==> src/hdl/wpsu_ram.sv <==
module wpsu_ram #(
  parameter int WIDTH = 32,
  parameter int DEPTH = 64
) (
  input  logic                     clk_i,
  input  logic                     we_i,
  input  logic [$clog2(DEPTH)-1:0] waddr_i,
  input  logic [WIDTH-1:0]         wdata_i,
  input  logic [$clog2(DEPTH)-1:0] raddr_i,
  output logic [WIDTH-1:0]         rdata_o
);

  logic [WIDTH-1:0] mem_q [DEPTH];

  always_ff @(posedge clk_i) begin
    if (we_i) begin
      mem_q[waddr_i] <= wdata_i;
    end
    rdata_o <= mem_q[raddr_i];
  end

endmodule
==> config.mk <==
export PLATFORM = sky130hd
export DESIGN_NAME = wpsu_ram
export DESIGN_NICKNAME = d
export VERILOG_FILES = /design/src/hdl/wpsu_ram.sv
export SDC_FILE = /design/constraint.sdc
export NUM_CORES = 2
export LEC_CHECK = 0
export ABC_AREA = 1
export BUFFER_PORTS_ARGS = -buffer_cell sky130_fd_sc_hd__buf_2
export CAP_MARGIN = 20
export CORE_MARGIN = 5
export CORE_UTILIZATION = 57
export CTS_CLUSTER_SIZE = 14
export DETAILED_ROUTE_END_ITERATION = 7
export PLACE_DENSITY = 0.76
export SLEW_MARGIN = 5
export SYNTH_ARGS = -nofsm -noshare
export SYNTH_HDL_FRONTEND = slang
export SYNTH_SLANG_ARGS = --single-unit
==> constraint.sdc <==
create_clock -name clk_i -period 5.05 [get_ports clk_i]
set_clock_uncertainty 0.1 [all_clocks]
set_input_delay 1.01 -clock clk_i [delete_from_list [all_inputs] [get_ports clk_i]]
set_output_delay 1.01 -clock clk_i [all_outputs]
set_load 0.05 [all_outputs]
==> flow_summary_export.csv <==
group,metric,value,unit
sta,tns,0,ns
cells_and_area,area_growth,11.23,%
clocking,clk-insertion-delay-late,0.84,ns
job,cap_violations,0,
drt,drc,0,
min_path,worstHoldPathCells,1,
setup_path,worstSetupPathType,"input pin to flop",
logic_synthesis,ys_seq_area_share,75.10,%
logic_synthesis,muxShareOfSynthArea,0,%
grt,grt_pass1_vias,52590,
logic_synthesis,synth_xor_area_share,0,%
logic_synthesis,synth_compound_area_share,0,%
drt,dr.pass1.iters,6,
clocking,root_buffer,"clkbuf_16",
drt,drt-vias-per-instance,6.310,
die,ios,78,
cells_and_area,drive_above_1_share,8.794,%
logic_synthesis,synth_nets,6815,
clocking,post_cts_buffers,0,
sta,rsz0062_at_grt,"no",
setup_path,end_kind,"flop",
logic_synthesis,ys_seq_elements,2080,
clocking,numClockSinks,2080,
logic_synthesis,synth_cell_types,16,
drt,drt-initial-drc-count,8461,
sta,slew_viol_final,0,
clocking,ctsLongestPathBuffers,3,
cells_and_area,stdcell_count,8862,
placed_design,portBuffers,77,
outcome,status,"finished, final reports clean",
sta,relSlewSlack,23.72,%
die,die_x,391.0,um
logic_synthesis,syn-cell-area,0.08274,mm^2
pwr,p_leak,0.03239,uW
die,start_util,57.46,%
die,dieArea,0.1529,mm^2
clocking,ctsHoldBuffers,0,
cells_and_area,final_nets,6826,
sta,period_share,61.08,%
die,core_area,0.1440,mm^2
logic_synthesis,syn_avg_cell_area,12.22,um^2
logic_synthesis,synth-warning-count,0,
min_path,hold_class,"input pin to flop",
pwr,peakVddDrop,0.0003296,V
clocking,path_clk_slew,0.06,ns
pwr,power_density,392.9,mW/mm^2
drt,via_count,55920,
setup_path,rr_worst_depth,8,
grt,grt.overflow.total,0,
grt,grt_usage,30.47,%
clocking,postCtsResizedCells,0,
logic_synthesis,yosys.area_share.simple,22.12,%
die,rows,139,
sta,hold_viol_final,0,
grt,grt_pass1_wl,343200,um
sta,hold_ws,0.5753,ns
die,die_y,391.0,um
clocking,cts_tree,"yes",
sta,max_freq,0.3242,GHz
clocking,cts_buffers,199,
sta,setup_viol,0,
grt,grt_max_degree,191,
grt,antenna_found_initial,22,
logic_synthesis,synth_top_family_by_area,"simple AND/OR/NAND/NOR gates",
setup_path,critPathMaxFanout,151,
placed_design,dpl_worst_slack,1.327,ns
cells_and_area,fillers,10190,
setup_path,cp.arrival,3.74,ns
logic_synthesis,synthCells,6769,
drt,wirelength,235000,um
drt,routedWlPerCell,26.52,um
clocking,htreeDepth,4,
sta,fin_ws,1.965,ns
placed_design,numPlacedInstances,8482,
setup_path,crit_required,5.71,ns
placed_design,hpwl,132700,um
sta,worst_pin_slew,1.144,ns
logic_synthesis,synthAdderAreaFrac,0,%
placed_design,gp_congestion,0.9192,
setup_path,cp-start-kind,"input pin",
drt,ant_nets,0,
sta,period_needed,3.085,ns
[flip-flops by register name (all words and copies together), names as in the netlist]
register,cells
mem_q,2048
rdata_o,32
[placed cells by master, fill, tap and decap left out, drive strengths merged]
cell,instances
buf,259
bufinv,12
clkbuf,274
clkinv,73
clkinvlp,3
dfxtp,32
diode,11
edfxtp,2048
inv,19
nand2,2248
nand3,1907
nand4,9
nor2,56
nor4,8
[cells in the mapped netlist]
library cell | n | area [um^2]
buf_1 | 40 | 150.1
buf_2 | 282 | 1411
buf_4 | 45 | 337.8
buf_6 | 3 | 33.78
buf_8 | 2 | 30.03
clkbuf_1 | 77 | 289.0
dfxtp_1 | 32 | 640.6
edfxtp_1 | 2048 | 61500
inv_1 | 9 | 33.78
inv_2 | 2 | 7.510
inv_4 | 1 | 6.260
nand2_1 | 2248 | 8438
nand3_1 | 1907 | 9544
nand4_1 | 9 | 56.30
nor2_1 | 56 | 210.2
nor4_1 | 8 | 50.05
[final timing paths]
kind	slack (ns)	from	to
min reg2reg	0.68	mem_q[28][13]	rdata_o[13]
max reg2reg	3.20	mem_q[31][15]	rdata_o[15]
max	1.97	raddr_i[0]	rdata_o[17]
min	0.58	wdata_i[23]	mem_q[5][23]
[report_power, final]
part	internal (uW)	total [uW]	leakage [uW]	switching, uW
Clock	8190	14500	0.00311	6320
Combinational	527	2410	0.0106	1880
Sequential	19100	19200	0.0187	134
Total	27800	36200	0.0324	8330
[per-layer routing]
layer	part of all wire, %	track usage, %	vias up
met1	36	41.99	26870
li1	-	-	24160
met2	44	44.87	4235
met5	0.047	0	-
met3	15	9.982	639
met4	4.8	13.56	18
[cells by family after synthesis]
| kind of cell | after synthesis |
|---|---|
| buffers and inverters | 461 |
| DFF | 2080 |
| and+or+nand+nor | 4228 |
[critical path, cell delays in order]
cell and delay (ns):
buf_8 0.19, inv_16 0.39, buf_4 0.56, nand2_1 0.13, nand3_1 0.11, nand3_1 0.10, nand2_1 0.08, nand2_1 0.09
nand3_1 0.46, nand3_1 0.20, nand2_1 0.09
[cell type report]
cell class                 count  area (um^2)  share of cell area [%]
antenna                       11        27.53                 0.02991
clock buffer                 274         5465                   5.939
clock inverter                95        889.6                  0.9666
inverter                      12        81.33                 0.08837
multi-input combinational   4228        18790                   20.41
sequential                  2080        62140                   67.52
tap                         1903         2381                   2.587
timing repair buffer         259         2258                   2.454
[stage by stage]
stage | total power, uW | utilization (%) | area [um^2]
floorplan | 20800 | - | 82740
global placement | 21880 | 59.46 | 85630
detailed placement | 21930 | 59.48 | 85650
CTS | 36160 | 63.89 | 92000
global route | 37140 | 63.89 | 92000
finish | 36160 | 63.91 | 92030
(Power assumes the default switching activity.)
